==> src/hw/rtl/owb_pkg.sv <==
// ----------------------------------------------------------------------------
// owb_pkg
// Shared types and constants of the one-wire bus master: command codes,
// sequencer phases, queued tick word and configuration register map.
// ----------------------------------------------------------------------------
package owb_pkg;

    localparam int unsigned CfgCount   = 8;
    localparam int unsigned CfgWidth   = 10;
    localparam int unsigned CfgIdxW    = 3;
    localparam int unsigned CountWidth = 11;
    localparam int unsigned ReadTailUs = 53;

    // register indexes
    localparam logic [CfgIdxW-1:0] CFG_RESET_LOW     = 3'd0;
    localparam logic [CfgIdxW-1:0] CFG_PRESENCE_WAIT = 3'd1;
    localparam logic [CfgIdxW-1:0] CFG_RESET_TAIL    = 3'd2;
    localparam logic [CfgIdxW-1:0] CFG_WRITE_ONE_LOW = 3'd3;
    localparam logic [CfgIdxW-1:0] CFG_WRITE_ZERO_LOW = 3'd4;
    localparam logic [CfgIdxW-1:0] CFG_WRITE_SLOT    = 3'd5;
    localparam logic [CfgIdxW-1:0] CFG_READ_LOW      = 3'd6;
    localparam logic [CfgIdxW-1:0] CFG_READ_SAMPLE   = 3'd7;

    localparam logic [CfgWidth-1:0] CfgResetVals [CfgCount] = '{
        10'd480, 10'd70, 10'd410, 10'd6, 10'd60, 10'd70, 10'd3, 10'd10
    };

    typedef enum logic [2:0] {
        CMD_NONE  = 3'd0,
        CMD_RESET = 3'd1,
        CMD_WBYTE = 3'd2,
        CMD_RBYTE = 3'd3,
        CMD_WBIT  = 3'd4,
        CMD_RBIT  = 3'd5
    } t_cmd;

    typedef enum logic [7:0] {
        PH_IDLE     = 8'b0000_0001,
        PH_RST_LOW  = 8'b0000_0010,
        PH_RST_WAIT = 8'b0000_0100,
        PH_RST_TAIL = 8'b0000_1000,
        PH_WR_LOW   = 8'b0001_0000,
        PH_WR_REL   = 8'b0010_0000,
        PH_RD_LOW   = 8'b0100_0000,
        PH_RD_REL   = 8'b1000_0000
    } t_phase;

    typedef struct packed {
        t_cmd       cmd;
        logic [7:0] data;
        logic       line;
    } t_tick;

    typedef struct packed {
        logic       drive_low;
        logic       busy_res;
        logic       done_res;
        logic       presence;
        logic [7:0] read_data;
    } t_result;

    typedef struct packed {
        logic  valid;
        t_tick tick;
    } t_queue_head;

    function automatic logic [CfgWidth-1:0] at_least_one(input logic [CfgWidth-1:0] v);
        return (v == '0) ? CfgWidth'(1) : v;
    endfunction

endpackage

==> src/hw/rtl/owb_if.sv <==
// ----------------------------------------------------------------------------
// owb_in_if / owb_out_if
// Valid/ready channels for microsecond ticks in and bus results out.
// ----------------------------------------------------------------------------
interface owb_in_if;
    logic       valid;
    logic       ready;
    logic [2:0] mode;
    logic [7:0] data_byte;
    logic       line_level;

    modport source (output valid, output mode, output data_byte, output line_level,
                    input ready);
    modport sink   (input valid, input mode, input data_byte, input line_level,
                    output ready);
endinterface

interface owb_out_if;
    logic       valid;
    logic       ready;
    logic       drive_low;
    logic       busy_res;
    logic       done_res;
    logic       presence;
    logic [7:0] read_data;

    modport source (output valid, output drive_low, output busy_res, output done_res,
                    output presence, output read_data, input ready);
    modport sink   (input valid, input drive_low, input busy_res, input done_res,
                    input presence, input read_data, output ready);
endinterface

==> src/hw/rtl/owb_front.sv <==
// ----------------------------------------------------------------------------
// owb_front
// Accepts tick words, decodes the mode field into a command and queues the
// tick for the bus sequencer.
// ----------------------------------------------------------------------------
module owb_front
    import owb_pkg::*;
#(
    parameter int unsigned Depth = 2
) (
    input  logic          i_clk,
    input  logic          i_rst_n,
    owb_in_if.sink        i_in_ch,
    input  logic          i_pop,
    output t_queue_head   o_head
);

    localparam int unsigned PtrW = (Depth > 1) ? $clog2(Depth) : 1;
    localparam int unsigned CntW = $clog2(Depth + 1);
    localparam logic [PtrW-1:0] LastPtr = PtrW'(Depth - 1);
    localparam logic [CntW-1:0] FullCnt = CntW'(Depth);

    t_tick           r_q [Depth];
    logic [PtrW-1:0] r_wr_ptr, n_wr_ptr;
    logic [PtrW-1:0] r_rd_ptr, n_rd_ptr;
    logic [CntW-1:0] r_cnt, n_cnt;
    logic            push;
    logic            pop;
    t_tick           in_tick;

    always_comb begin
        unique case (i_in_ch.mode)
            CMD_RESET: in_tick.cmd = CMD_RESET;
            CMD_WBYTE: in_tick.cmd = CMD_WBYTE;
            CMD_RBYTE: in_tick.cmd = CMD_RBYTE;
            CMD_WBIT:  in_tick.cmd = CMD_WBIT;
            CMD_RBIT:  in_tick.cmd = CMD_RBIT;
            default:   in_tick.cmd = CMD_NONE;
        endcase
        in_tick.data = i_in_ch.data_byte;
        in_tick.line = i_in_ch.line_level;
    end

    assign i_in_ch.ready = (r_cnt != FullCnt);
    assign push          = i_in_ch.valid && i_in_ch.ready;
    assign pop           = i_pop && (r_cnt != '0);

    assign o_head.valid = (r_cnt != '0);
    assign o_head.tick  = r_q[r_rd_ptr];

    always_comb begin
        n_wr_ptr = r_wr_ptr;
        n_rd_ptr = r_rd_ptr;
        n_cnt    = r_cnt;
        if (push) begin
            n_wr_ptr = (r_wr_ptr == LastPtr) ? '0 : r_wr_ptr + PtrW'(1);
        end
        if (pop) begin
            n_rd_ptr = (r_rd_ptr == LastPtr) ? '0 : r_rd_ptr + PtrW'(1);
        end
        if (push && !pop) begin
            n_cnt = r_cnt + CntW'(1);
        end else if (pop && !push) begin
            n_cnt = r_cnt - CntW'(1);
        end
    end

    always_ff @(posedge i_clk) begin
        if (!i_rst_n) begin
            r_wr_ptr <= '0;
            r_rd_ptr <= '0;
            r_cnt    <= '0;
        end else begin
            r_wr_ptr <= n_wr_ptr;
            r_rd_ptr <= n_rd_ptr;
            r_cnt    <= n_cnt;
        end
    end

    always_ff @(posedge i_clk) begin
        if (push) begin
            r_q[r_wr_ptr] <= in_tick;
        end
    end

endmodule

==> src/hw/rtl/owb_engine.sv <==
// ----------------------------------------------------------------------------
// owb_engine
// Bus sequencer: holds the slot timing registers, advances reset, write and
// read slots by one microsecond per queued tick and registers each result.
// ----------------------------------------------------------------------------
module owb_engine
    import owb_pkg::*;
(
    input  logic                i_clk,
    input  logic                i_rst_n,
    input  logic                i_cfg_we,
    input  logic [CfgIdxW-1:0]  i_cfg_index,
    input  logic [CfgWidth-1:0] i_cfg_data,
    input  t_queue_head         i_head,
    output logic                o_pop,
    owb_out_if.source           o_out_ch
);

    logic [CfgWidth-1:0]   r_cfg [CfgCount];
    t_phase                r_phase, s_phase, n_phase;
    logic [CountWidth-1:0] r_count, s_count, n_count;
    logic [3:0]            r_bit_cnt, s_bit_cnt, n_bit_cnt;
    logic [7:0]            r_shift, s_shift, n_shift;
    t_cmd                  r_cmd, s_cmd;
    logic                  r_presence, n_presence;
    logic                  r_out_valid;
    t_result               r_out;
    t_result               n_out;

    logic [CountWidth-1:0] cnt_inc;
    logic                  wr_bit;
    logic [CfgWidth-1:0]   wr_low;
    logic [CfgWidth-1:0]   wr_rel;
    logic [CfgWidth-1:0]   rd_len;
    logic [3:0]            slot_next;
    logic                  slot_more;
    logic                  done;

    assign o_pop = i_head.valid && (!r_out_valid || o_out_ch.ready);

    // apply a command that arrives while idle
    always_comb begin
        s_phase   = r_phase;
        s_count   = r_count;
        s_bit_cnt = r_bit_cnt;
        s_shift   = r_shift;
        s_cmd     = r_cmd;
        if (r_phase == PH_IDLE && i_head.tick.cmd != CMD_NONE) begin
            s_cmd     = i_head.tick.cmd;
            s_count   = '0;
            s_bit_cnt = '0;
            unique case (i_head.tick.cmd)
                CMD_RESET: begin
                    s_phase = PH_RST_LOW;
                end
                CMD_WBYTE, CMD_WBIT: begin
                    s_phase = PH_WR_LOW;
                    s_shift = i_head.tick.data;
                end
                default: begin
                    s_phase = PH_RD_LOW;
                    s_shift = '0;
                end
            endcase
        end
    end

    always_comb begin
        cnt_inc   = s_count + CountWidth'(1);
        wr_bit    = (s_cmd == CMD_WBYTE) ? s_shift[s_bit_cnt[2:0]] : s_shift[0];
        wr_low    = at_least_one(wr_bit ? r_cfg[CFG_WRITE_ONE_LOW]
                                        : r_cfg[CFG_WRITE_ZERO_LOW]);
        wr_rel    = (r_cfg[CFG_WRITE_SLOT] > wr_low) ? r_cfg[CFG_WRITE_SLOT] - wr_low : '0;
        rd_len    = at_least_one(r_cfg[CFG_READ_SAMPLE]);
        slot_next = s_bit_cnt + 4'd1;
        slot_more = (s_cmd == CMD_WBYTE || s_cmd == CMD_RBYTE) && (slot_next < 4'd8);

        n_phase    = s_phase;
        n_count    = cnt_inc;
        n_bit_cnt  = s_bit_cnt;
        n_shift    = s_shift;
        n_presence = r_presence;
        done       = 1'b0;

        unique case (s_phase)
            PH_IDLE: begin
                n_count = s_count;
            end
            PH_RST_LOW: begin
                if (cnt_inc >= {1'b0, at_least_one(r_cfg[CFG_RESET_LOW])}) begin
                    n_phase = PH_RST_WAIT;
                    n_count = '0;
                end
            end
            PH_RST_WAIT: begin
                if (cnt_inc >= {1'b0, at_least_one(r_cfg[CFG_PRESENCE_WAIT])}) begin
                    n_phase = PH_RST_TAIL;
                    n_count = '0;
                end
            end
            PH_RST_TAIL: begin
                if (s_count == '0) begin
                    n_presence = ~i_head.tick.line;
                end
                if (cnt_inc >= {1'b0, at_least_one(r_cfg[CFG_RESET_TAIL])}) begin
                    n_phase = PH_IDLE;
                    n_count = '0;
                    done    = 1'b1;
                end
            end
            PH_WR_LOW: begin
                if (cnt_inc >= {1'b0, wr_low}) begin
                    n_count = '0;
                    if (wr_rel == '0) begin
                        n_bit_cnt = slot_next;
                        done      = !slot_more;
                        n_phase   = slot_more ? PH_WR_LOW : PH_IDLE;
                    end else begin
                        n_phase = PH_WR_REL;
                    end
                end
            end
            PH_WR_REL: begin
                if (cnt_inc >= {1'b0, wr_rel}) begin
                    n_count   = '0;
                    n_bit_cnt = slot_next;
                    done      = !slot_more;
                    n_phase   = slot_more ? PH_WR_LOW : PH_IDLE;
                end
            end
            PH_RD_LOW: begin
                if (cnt_inc >= {1'b0, at_least_one(r_cfg[CFG_READ_LOW])}) begin
                    n_phase = PH_RD_REL;
                    n_count = '0;
                end
            end
            PH_RD_REL: begin
                // sample on the first tick of the fixed tail
                if (s_count == {1'b0, rd_len}) begin
                    n_shift = (s_cmd == CMD_RBYTE) ? {i_head.tick.line, s_shift[7:1]}
                                                   : {7'd0, i_head.tick.line};
                end
                if (cnt_inc >= {1'b0, rd_len} + CountWidth'(ReadTailUs)) begin
                    n_count   = '0;
                    n_bit_cnt = slot_next;
                    done      = !slot_more;
                    n_phase   = slot_more ? PH_RD_LOW : PH_IDLE;
                end
            end
            default: begin
                n_phase = PH_IDLE;
                n_count = '0;
            end
        endcase

        n_out.drive_low = (s_phase == PH_RST_LOW) || (s_phase == PH_WR_LOW) ||
                          (s_phase == PH_RD_LOW);
        n_out.busy_res  = (s_phase != PH_IDLE);
        n_out.done_res  = done;
        n_out.presence  = n_presence;
        n_out.read_data = (s_cmd == CMD_RBYTE || s_cmd == CMD_RBIT) ? n_shift : 8'd0;
    end

    always_ff @(posedge i_clk) begin
        if (!i_rst_n) begin
            r_cfg       <= CfgResetVals;
            r_phase     <= PH_IDLE;
            r_count     <= '0;
            r_bit_cnt   <= '0;
            r_shift     <= '0;
            r_cmd       <= CMD_NONE;
            r_presence  <= 1'b0;
            r_out_valid <= 1'b0;
        end else begin
            if (i_cfg_we) begin
                r_cfg[i_cfg_index] <= i_cfg_data;
            end
            if (o_pop) begin
                r_phase    <= n_phase;
                r_count    <= n_count;
                r_bit_cnt  <= n_bit_cnt;
                r_shift    <= n_shift;
                r_cmd      <= s_cmd;
                r_presence <= n_presence;
            end
            if (o_pop) begin
                r_out_valid <= 1'b1;
            end else if (o_out_ch.ready) begin
                r_out_valid <= 1'b0;
            end
        end
    end

    always_ff @(posedge i_clk) begin
        if (o_pop) begin
            r_out <= n_out;
        end
    end

    assign o_out_ch.valid     = r_out_valid;
    assign o_out_ch.drive_low = r_out.drive_low;
    assign o_out_ch.busy_res  = r_out.busy_res;
    assign o_out_ch.done_res  = r_out.done_res;
    assign o_out_ch.presence  = r_out.presence;
    assign o_out_ch.read_data = r_out.read_data;

endmodule

==> src/hw/rtl/one_wire_bus_master_top.sv <==
// ----------------------------------------------------------------------------
// one_wire_bus_master_top
// One-wire bus master advanced by one tick word per microsecond; produces
// one result word (drive level, busy, done, presence, read data) per tick.
//
//   channel    dir   word                                       handshake
//   i_in_ch    in    mode, data_byte, line_level                valid/ready
//   o_out_ch   out   drive_low, busy_res, done_res, presence,   valid/ready
//                    read_data
//   i_cfg_*    in    8 x 10-bit slot timing registers           write enable
//
// One tick word per cycle sustained while the result side is ready; its result
// word is offered once the tick has passed the tick queue and then the sequencer
// step into the result register.
// Reset clears the queue, the sequencer and loads the default timings.
// A stall at the output holds the result register; the queue keeps
// accepting until it holds QueueDepth words.
// ----------------------------------------------------------------------------
module one_wire_bus_master_top
    import owb_pkg::*;
#(
    parameter int unsigned QueueDepth = 2  // at least 2
) (
    input  logic                i_clk,
    input  logic                i_rst_n,
    input  logic                i_cfg_we,
    input  logic [CfgIdxW-1:0]  i_cfg_index,
    input  logic [CfgWidth-1:0] i_cfg_data,
    owb_in_if.sink              i_in_ch,
    owb_out_if.source           o_out_ch
);

    t_queue_head head;
    logic        pop;

    owb_front #(
        .Depth (QueueDepth)
    ) u_front (
        .i_clk   (i_clk),
        .i_rst_n (i_rst_n),
        .i_in_ch (i_in_ch),
        .i_pop   (pop),
        .o_head  (head)
    );

    owb_engine u_engine (
        .i_clk       (i_clk),
        .i_rst_n     (i_rst_n),
        .i_cfg_we    (i_cfg_we),
        .i_cfg_index (i_cfg_index),
        .i_cfg_data  (i_cfg_data),
        .i_head      (head),
        .o_pop       (pop),
        .o_out_ch    (o_out_ch)
    );

endmodule

==> src/flat_wrapper.sv <==
// flat-port wrapper written by rule: the top's interface ports become plain ports
module one_wire_bus_master_top_flat import owb_pkg::*;
#(
    parameter int unsigned QueueDepth = 2               
)
  (i_clk, i_rst_n, i_cfg_we, i_cfg_index, i_cfg_data, i_in_ch_valid, i_in_ch_mode, i_in_ch_data_byte, i_in_ch_line_level, i_in_ch_ready, o_out_ch_valid, o_out_ch_drive_low, o_out_ch_busy_res, o_out_ch_done_res, o_out_ch_presence, o_out_ch_read_data, o_out_ch_ready);
  owb_in_if i_in_ch_i ();
  owb_out_if o_out_ch_i ();
  input  logic i_clk;
  input  logic i_rst_n;
  input  logic i_cfg_we;
  input  logic [CfgIdxW-1:0] i_cfg_index;
  input  logic [CfgWidth-1:0] i_cfg_data;
  input wire logic [$bits(i_in_ch_i.valid)-1:0] i_in_ch_valid;
  input wire logic [$bits(i_in_ch_i.mode)-1:0] i_in_ch_mode;
  input wire logic [$bits(i_in_ch_i.data_byte)-1:0] i_in_ch_data_byte;
  input wire logic [$bits(i_in_ch_i.line_level)-1:0] i_in_ch_line_level;
  output wire logic [$bits(i_in_ch_i.ready)-1:0] i_in_ch_ready;
  output wire logic [$bits(o_out_ch_i.valid)-1:0] o_out_ch_valid;
  output wire logic [$bits(o_out_ch_i.drive_low)-1:0] o_out_ch_drive_low;
  output wire logic [$bits(o_out_ch_i.busy_res)-1:0] o_out_ch_busy_res;
  output wire logic [$bits(o_out_ch_i.done_res)-1:0] o_out_ch_done_res;
  output wire logic [$bits(o_out_ch_i.presence)-1:0] o_out_ch_presence;
  output wire logic [$bits(o_out_ch_i.read_data)-1:0] o_out_ch_read_data;
  input wire logic [$bits(o_out_ch_i.ready)-1:0] o_out_ch_ready;
  assign i_in_ch_i.valid = i_in_ch_valid;
  assign i_in_ch_i.mode = i_in_ch_mode;
  assign i_in_ch_i.data_byte = i_in_ch_data_byte;
  assign i_in_ch_i.line_level = i_in_ch_line_level;
  assign i_in_ch_ready = i_in_ch_i.ready;
  assign o_out_ch_valid = o_out_ch_i.valid;
  assign o_out_ch_drive_low = o_out_ch_i.drive_low;
  assign o_out_ch_busy_res = o_out_ch_i.busy_res;
  assign o_out_ch_done_res = o_out_ch_i.done_res;
  assign o_out_ch_presence = o_out_ch_i.presence;
  assign o_out_ch_read_data = o_out_ch_i.read_data;
  assign o_out_ch_i.ready = o_out_ch_ready;
  one_wire_bus_master_top #(.QueueDepth(QueueDepth)) u_core (.i_clk(i_clk), .i_rst_n(i_rst_n), .i_cfg_we(i_cfg_we), .i_cfg_index(i_cfg_index), .i_cfg_data(i_cfg_data), .i_in_ch(i_in_ch_i), .o_out_ch(o_out_ch_i));
endmodule
==> config.mk <==
export PLATFORM = sky130hd
export DESIGN_NAME = one_wire_bus_master_top_flat
export DESIGN_NICKNAME = d
export VERILOG_FILES = /design/src/hw/rtl/owb_pkg.sv /design/src/hw/rtl/owb_if.sv /design/src/hw/rtl/owb_front.sv /design/src/hw/rtl/owb_engine.sv /design/src/hw/rtl/one_wire_bus_master_top.sv /design/src/flat_wrapper.sv
export SDC_FILE = /design/constraint.sdc
export NUM_CORES = 1
export LEC_CHECK = 0
export BUFFER_PORTS_ARGS = -buffer_cell sky130_fd_sc_hd__buf_2
export CAP_MARGIN = 20
export CORE_ASPECT_RATIO = 1.2
export CORE_MARGIN = 1.5
export CORE_UTILIZATION = 40
export CTS_CLUSTER_DIAMETER = 150
export DETAILED_ROUTE_END_ITERATION = 12
export RECOVER_POWER = 50
export SLEW_MARGIN = 20
export SYNTH_ARGS = -nofsm -noshare
export SYNTH_HDL_FRONTEND = slang
export SYNTH_SLANG_ARGS = --single-unit
==> constraint.sdc <==
create_clock -name i_clk -period 13 [get_ports i_clk]
set_clock_uncertainty 0.15 [all_clocks]
set_input_delay 1.3 -clock i_clk [delete_from_list [all_inputs] [get_ports i_clk]]
set_output_delay 1.3 -clock i_clk [all_outputs]
set_load 0.01 [all_outputs]
Word-level counts from Yosys, hierarchy flattened:

Memories as Yosys holds them, arrays and structs flattened. A register that Yosys moved wholly into a read port is not among the register bits.
Index checks and enable logic that the tools add are counted.

* bits in writable memories: 24
* output and inout port bits: 14
* memories kept: 1
* bits in registers: 132
* word-level logic and storage cells: 166

* bitwise gates (word level): 2
* reductions and logical operators: 30
* muxes and demuxes: 67
* add/subtract/negate cells: 8
* $lt $le $gt $ge: 12
* equality and inequality tests: 23

Memories
* u_core.u_front.r_q: words 2, width 12, read ports 1, clocked after memory_dff 1, write ports 1, line owb_front.sv:23 `t_tick r_q [Depth];`

Operators by type and width (number)
* $mux 8: 12
* $mux 10: 9
* $mux 11: 8
* $pmux 11 s8: 1
* $bwmux 80: 1
* $logic_not 10->1: 7
* $ge 11x10->1: 6
* $pmux 8 s8: 1
* $demux 10 s3: 1
* $mux 4: 5
* $mux 1: 17
* $eq 8x1->1 const B: 2
* $pmux 8 s2: 1
* $eq 3x2->1 const B: 5
* $pmux 3 s5: 1
* $pmux 7 s2: 1
* $eq 3x3->1 const B: 4
* $pmux 4 s3: 1
* $add 10x6->11 const B: 1
* $add 11x1->11 const B: 1
* $eq 11x10->1: 1
* $ge 11x11->1: 1
* $logic_not 11->1: 1
* $gt 10x10->1: 1
* 34 further kinds: 53

Depth between registers and ports, before layout:

* depth in word-level cells: 16
* mapped depth: 31
* mapped depth without buffers: 26

Cells and area by module:

Synthesis repeated with hierarchy kept, for this count alone.

* cells, all modules: 1199
* area total of the unflattened synthesis: 9932.0 µm²

Modules (own cells, without submodules)
* owb_engine: area an instance 8817.2 µm², instances 1, sequential area each 2682.6 µm², cells each 1134
* owb_front: area an instance 1114.8 µm², instances 1, sequential area each 820.8 µm², cells each 65

Least setup slack after synthesis:

Ideal clock, no wire load.

* path type: register to register
* from: reg with a tool-made name
* to: reg u_core.u_engine.r_bit_cnt[2]
* required time: 12.755 ns
* stages on the path, launching flop included: 27
* arrival time: 6.070 ns
* period minus slack after synthesis: 6.315 ns
* path buffers: 4
* path slack: 6.685 ns
* cells stage by stage: dfxtp_1 buf_2 or3b_2 nand4_1 buf_2 nor3_1 a211oi_1 a211o_1 o31ai_1 a221oi_1 buf_4 mux2i_1 fa_1 nand3_1 a21oi_1 o31ai_1 a211oi_1 clkbuf_1 or3b_2 ha_1 or3_1 a221oi_1 o21a_1 o21ai_0 o2bb2ai_1 or2_2 o311ai_1

RTL lines
* to (signal assigned): line owb_engine.sv:181 `r_bit_cnt <= n_bit_cnt;`
* to (decl): line owb_engine.sv:22 `logic [3:0] r_bit_cnt, s_bit_cnt, n_bit_cnt;`

==> summary.md <==
| Metric | Value |
|---|---|
| Worst setup path end | u_core.u_engine.r_bit_cnt[2] |
| Commonest cells after routing, fill and taps aside | nand2_1 (208), dfxtp_1 (121), a21oi_1 (88) |
| Slew @ Worst Pin | 3950 ps |
| Detail-routed net length per standard cell | 18.0 um |
| Syn. warnings | 0 |
| Failing checks | capacitance limit, slew limit |
| Compound-Gate Fraction of Synth Area | 19.7% |
| Clk pin slew, worst setup/hold paths | 70 ps |
| Setup violators final | 0 |
| M2 GR Usage | 37.4% |
| Leading area contributor after synthesis | dfxtp_1 |
| Slowest stage delay, CP | 790 ps |
| Syn Std Cell Area | 9690 um2 |
| Worst hold path class | reg -> reg |
| R2r endpoint | u_core.u_engine.r_bit_cnt[2] |
| Cells after synthesis | 1151 |
| Commonest non-fill, non-tap cell in the layout | nand2_1 |
| Max Cap Viol | 3 |
| Synth Flop Type | dfxtp_1 |
| R2R Setup Slk | 5000 ps |
| Total Wirelength | 26.9 mm |
| Psw | 0.812 mW |
| Placed Cells | 1464 |
| Grt met3 use | 3.76% |
| Sequential Power Share | 31.7% |
| Design Area, Final | 10700 um2 |
| Final cell count without fillers | 1496 |
| Crit-path slowest cell | dfxtp_1 |
| First-pass GRT wire length | 42.8 mm |
| RSZ-0062 raised after global routing | no |
| Xor/xnor share of the synthesized area | 2.44% |
| Final Hold Viols | 0 |
| CTS tree | yes |
| Clock share of power | 26.2% |
| Synth top area cells | dfxtp_1 (25%), edfxtp_1 (11%), ha_1 (11%) |
| Logic pwr share | 42.1% |
| Vias in the first global route | 8059 |
| Setup ws final | 5000 ps |
| Tot GR Track Use | 21.6% |
| Syn avg cell area | 8.42 um2 |
| Tcrit/Tclk final | 61.5% |
| Leak | 4.20 nW |
| Cell chain of the critical path | or3_1 -> nand4_1 -> nor2_1 -> a22oi_1 -> mux4_2 -> nor3_1 -> a221oi_2 -> buf_4 -> mux2i_1 -> ha_1 -> nor2b_1 -> o31ai_1 -> a211oi_1 -> a211o_1 -> xor2_1 -> nand2_1 -> ha_1 -> or3_1 -> a221oi_1 -> o21a_1 -> o21ai_0 -> o2bb2ai_1 -> or2_2 -> o311ai_1 |
| Mux contribution to synthesized area | 3.84% |
| Initial antenna violation count | 0 |
| Max_slew headroom | -163% |
| Share of layout cells above drive strength 1 | 8.50% |
| Busiest grt layer | met2 |
| Iter 0 DRT Violations | 416 |
| Pwr dens | 185 nW/um2 |
| Mapped Nets | 1268 |
| Hpwl dp | 19.1 mm |
| Grt met1 use | 26.8% |
| Detailed Routing Iterations Pass 1 | 6 |
| Num rows | 62 |
| H-tree depth | 4 |
| CTS buffer count | 17 |
| Largest net degree at the start of global routing | 80 |
| GRT Residual Overflow | 0 |
| Hold slack final | 305 ps |
| Layout Area Growth over Synthesis | 10.6% |
| Post-synth top area share | 25.0% |
| Fmax | 0.125 GHz |
| Util after Layout | 44.8% |
| Worst Hold Depth | 2 |
| Total Nets Final | 1280 |
| CP Capture Type | flop |
| Post-synthesis adder-cell area fraction | 11.3% |
| Die ar. | 25200 um2 |
| Peak VDD IR | 0.104 mV |
| Setup total negative slack | 0 ps |
| Pre-CTS setup slack | 4840 ps |
| CORE AREA | 23900 um2 |
| Sequential area share after synthesis | 36.2% |
| # resized after CTS | 0 |
| Initial Utilization | 40.5% |
| Die Span X | 145 um |
| Largest family of logic cells by synthesized area | simple AND/OR/NAND/NOR gates |
| Hold buffers post-CTS | 0 |
| Chip height | 173 um |
| Synth unique cells | 77 |
| Diode count | 0 |
| DR vias/cell | 5.60 |
| EDFF count, synth | 36 |
| DRC Markers | 0 |
| Final ANT Viol Nets | 0 |
| Fraction of registers with async set/reset | 0% |
| Number of port buffers | 43 |
| Clk buf depth | 2 |
| Flop and latch count out of synthesis | 157 |
| Crit Path Category | reg -> reg |
| Status | finished, violations left |
| Critical Path Fanout Max | 18 |
| Via count | 8382 |
| Placed inst area | 10100 um2 |
| Int Pwr | 1.17 mW |
| WP data required | 13190 ps |
| R2R cell count | 24 |
| CP arrival | 8190 ps |
| Switching share of power | 40.9% |
| Clk sinks | 157 |
| Worst setup SP type | flop |
| Total power | 1.98 mW |
| Fin. max-slew vios | 173 |
| Root Buffer | clkbuf_16 |
| Clk Latency, worst-skew pair | 450 ps |
| I/O Pins | 44 |
| Placer Congestion | 0.860 |
| Postcts setup bufs | 0 |
| Simple-Gate Fraction of Synth Area | 21.5% |
| Final critical-path required period | 8000 ps |
-- registers in the layout, summed over array words and instances, names as in the netlist, 2 cells and up, named ones only --
register and flops:
u_core.u_engine.r_cmd 3, u_core.u_front.r_q 24, u_core.u_engine.r_shift 8, u_core.u_engine.r_count 11, u_core.u_engine.o_out_ch.read_data 8, u_core.u_engine.r_phase 8
u_core.u_engine.r_bit_cnt 4, u_core.u_front.r_cnt 2, u_core.u_engine.r_cfg 80
-- worst max-delay path: cells and delay by family, from the launching register on --
family / cells / cell delay (ps)
AOI/OAI and AO/OA: 10 / 2430
xor gates and xnor gates: 1 / 250
adders and majority gates: 2 / 550
buffers and inverters: 1 / 220
DFF: 1 / 790
muxes: 2 / 860
and+or+nand+nor: 8 / 2630
-- final cells by class --
cell class                 count  area (um2)
clock buffer                  17         425
clock inverter                15         186
fill                        2425       13200
inverter                      56         211
multi-input combinational    876        5720
tap                          320         400
timing repair buffer          55         268
sequential                   157        3500
-- kinds of logic (layout without fill, tap and decap cells) --
kind of cell,count (synthesis),after routing
compound gates,283,283
simple gates,445,445
buf+inv,118,143
xor+xnor,27,27
flops,157,157
fa+ha+maj,87,87
mux,34,34
-- synthesized netlist by cell type, types with 6 or more instances --
cell and n:
o2111ai_1 6, a211o_1 7, o21a_1 9, or3_1 7, a21oi_1 88, nand2_1 208, a21o_1 12, mux2_2 15
nor3_1 21, clkbuf_1 41, o21ai_0 34, nor4_1 12, o31ai_1 6, nor2b_1 16, dfxtp_1 121, edfxtp_1 36
nand3_1 34, xnor2_1 14, or2_2 8, inv_1 54, a32o_1 9, a211oi_1 26, nand4_1 12, o211ai_1 23
clkbuf_2 10, a31oi_1 11, xor2_1 13, nand2b_1 16, mux2i_1 18, ha_1 86, nor2_1 80
-- power by group through the flow --
stage,Sequential (mW),Clock [mW],Combinational [mW]
final,0.629,0.519,0.834
after global routing,0.638,0.546,0.925
after CTS,0.627,0.528,0.835
after detailed placement,0.638,0,0.831
after global placement,0.637,0,0.821
after floorplan,0.629,0,0.654
-- worst min path at each step --
| stage | from | to | slack [ps] |
|---|---|---|---|
| after floorplan | u_core.u_engine.r_cfg[30] | u_core.u_engine.r_cfg[30] | 290 |
| after global placement | u_core.u_engine.r_cfg[14] | u_core.u_engine.r_cfg[14] | 290 |
| after detailed placement | u_core.u_engine.r_cfg[60] | u_core.u_engine.r_cfg[60] | 300 |
| after CTS | u_core.u_engine.r_cfg[74] | u_core.u_engine.r_cfg[74] | 310 |
| after global routing | u_core.u_engine.r_cfg[20] | u_core.u_engine.r_cfg[20] | 330 |
| final | u_core.u_engine.r_cfg[74] | u_core.u_engine.r_cfg[74] | 300 |
-- layer usage --
metal | up-vias | wire [um]
met5 | - | 0
met4 | 0 | 674
met3 | 41 | 1130
met1 | 3976 | 12000
li1 | 4171 | -
met2 | 194 | 13100
Note: power is estimated with default switching activity, not from simulation.
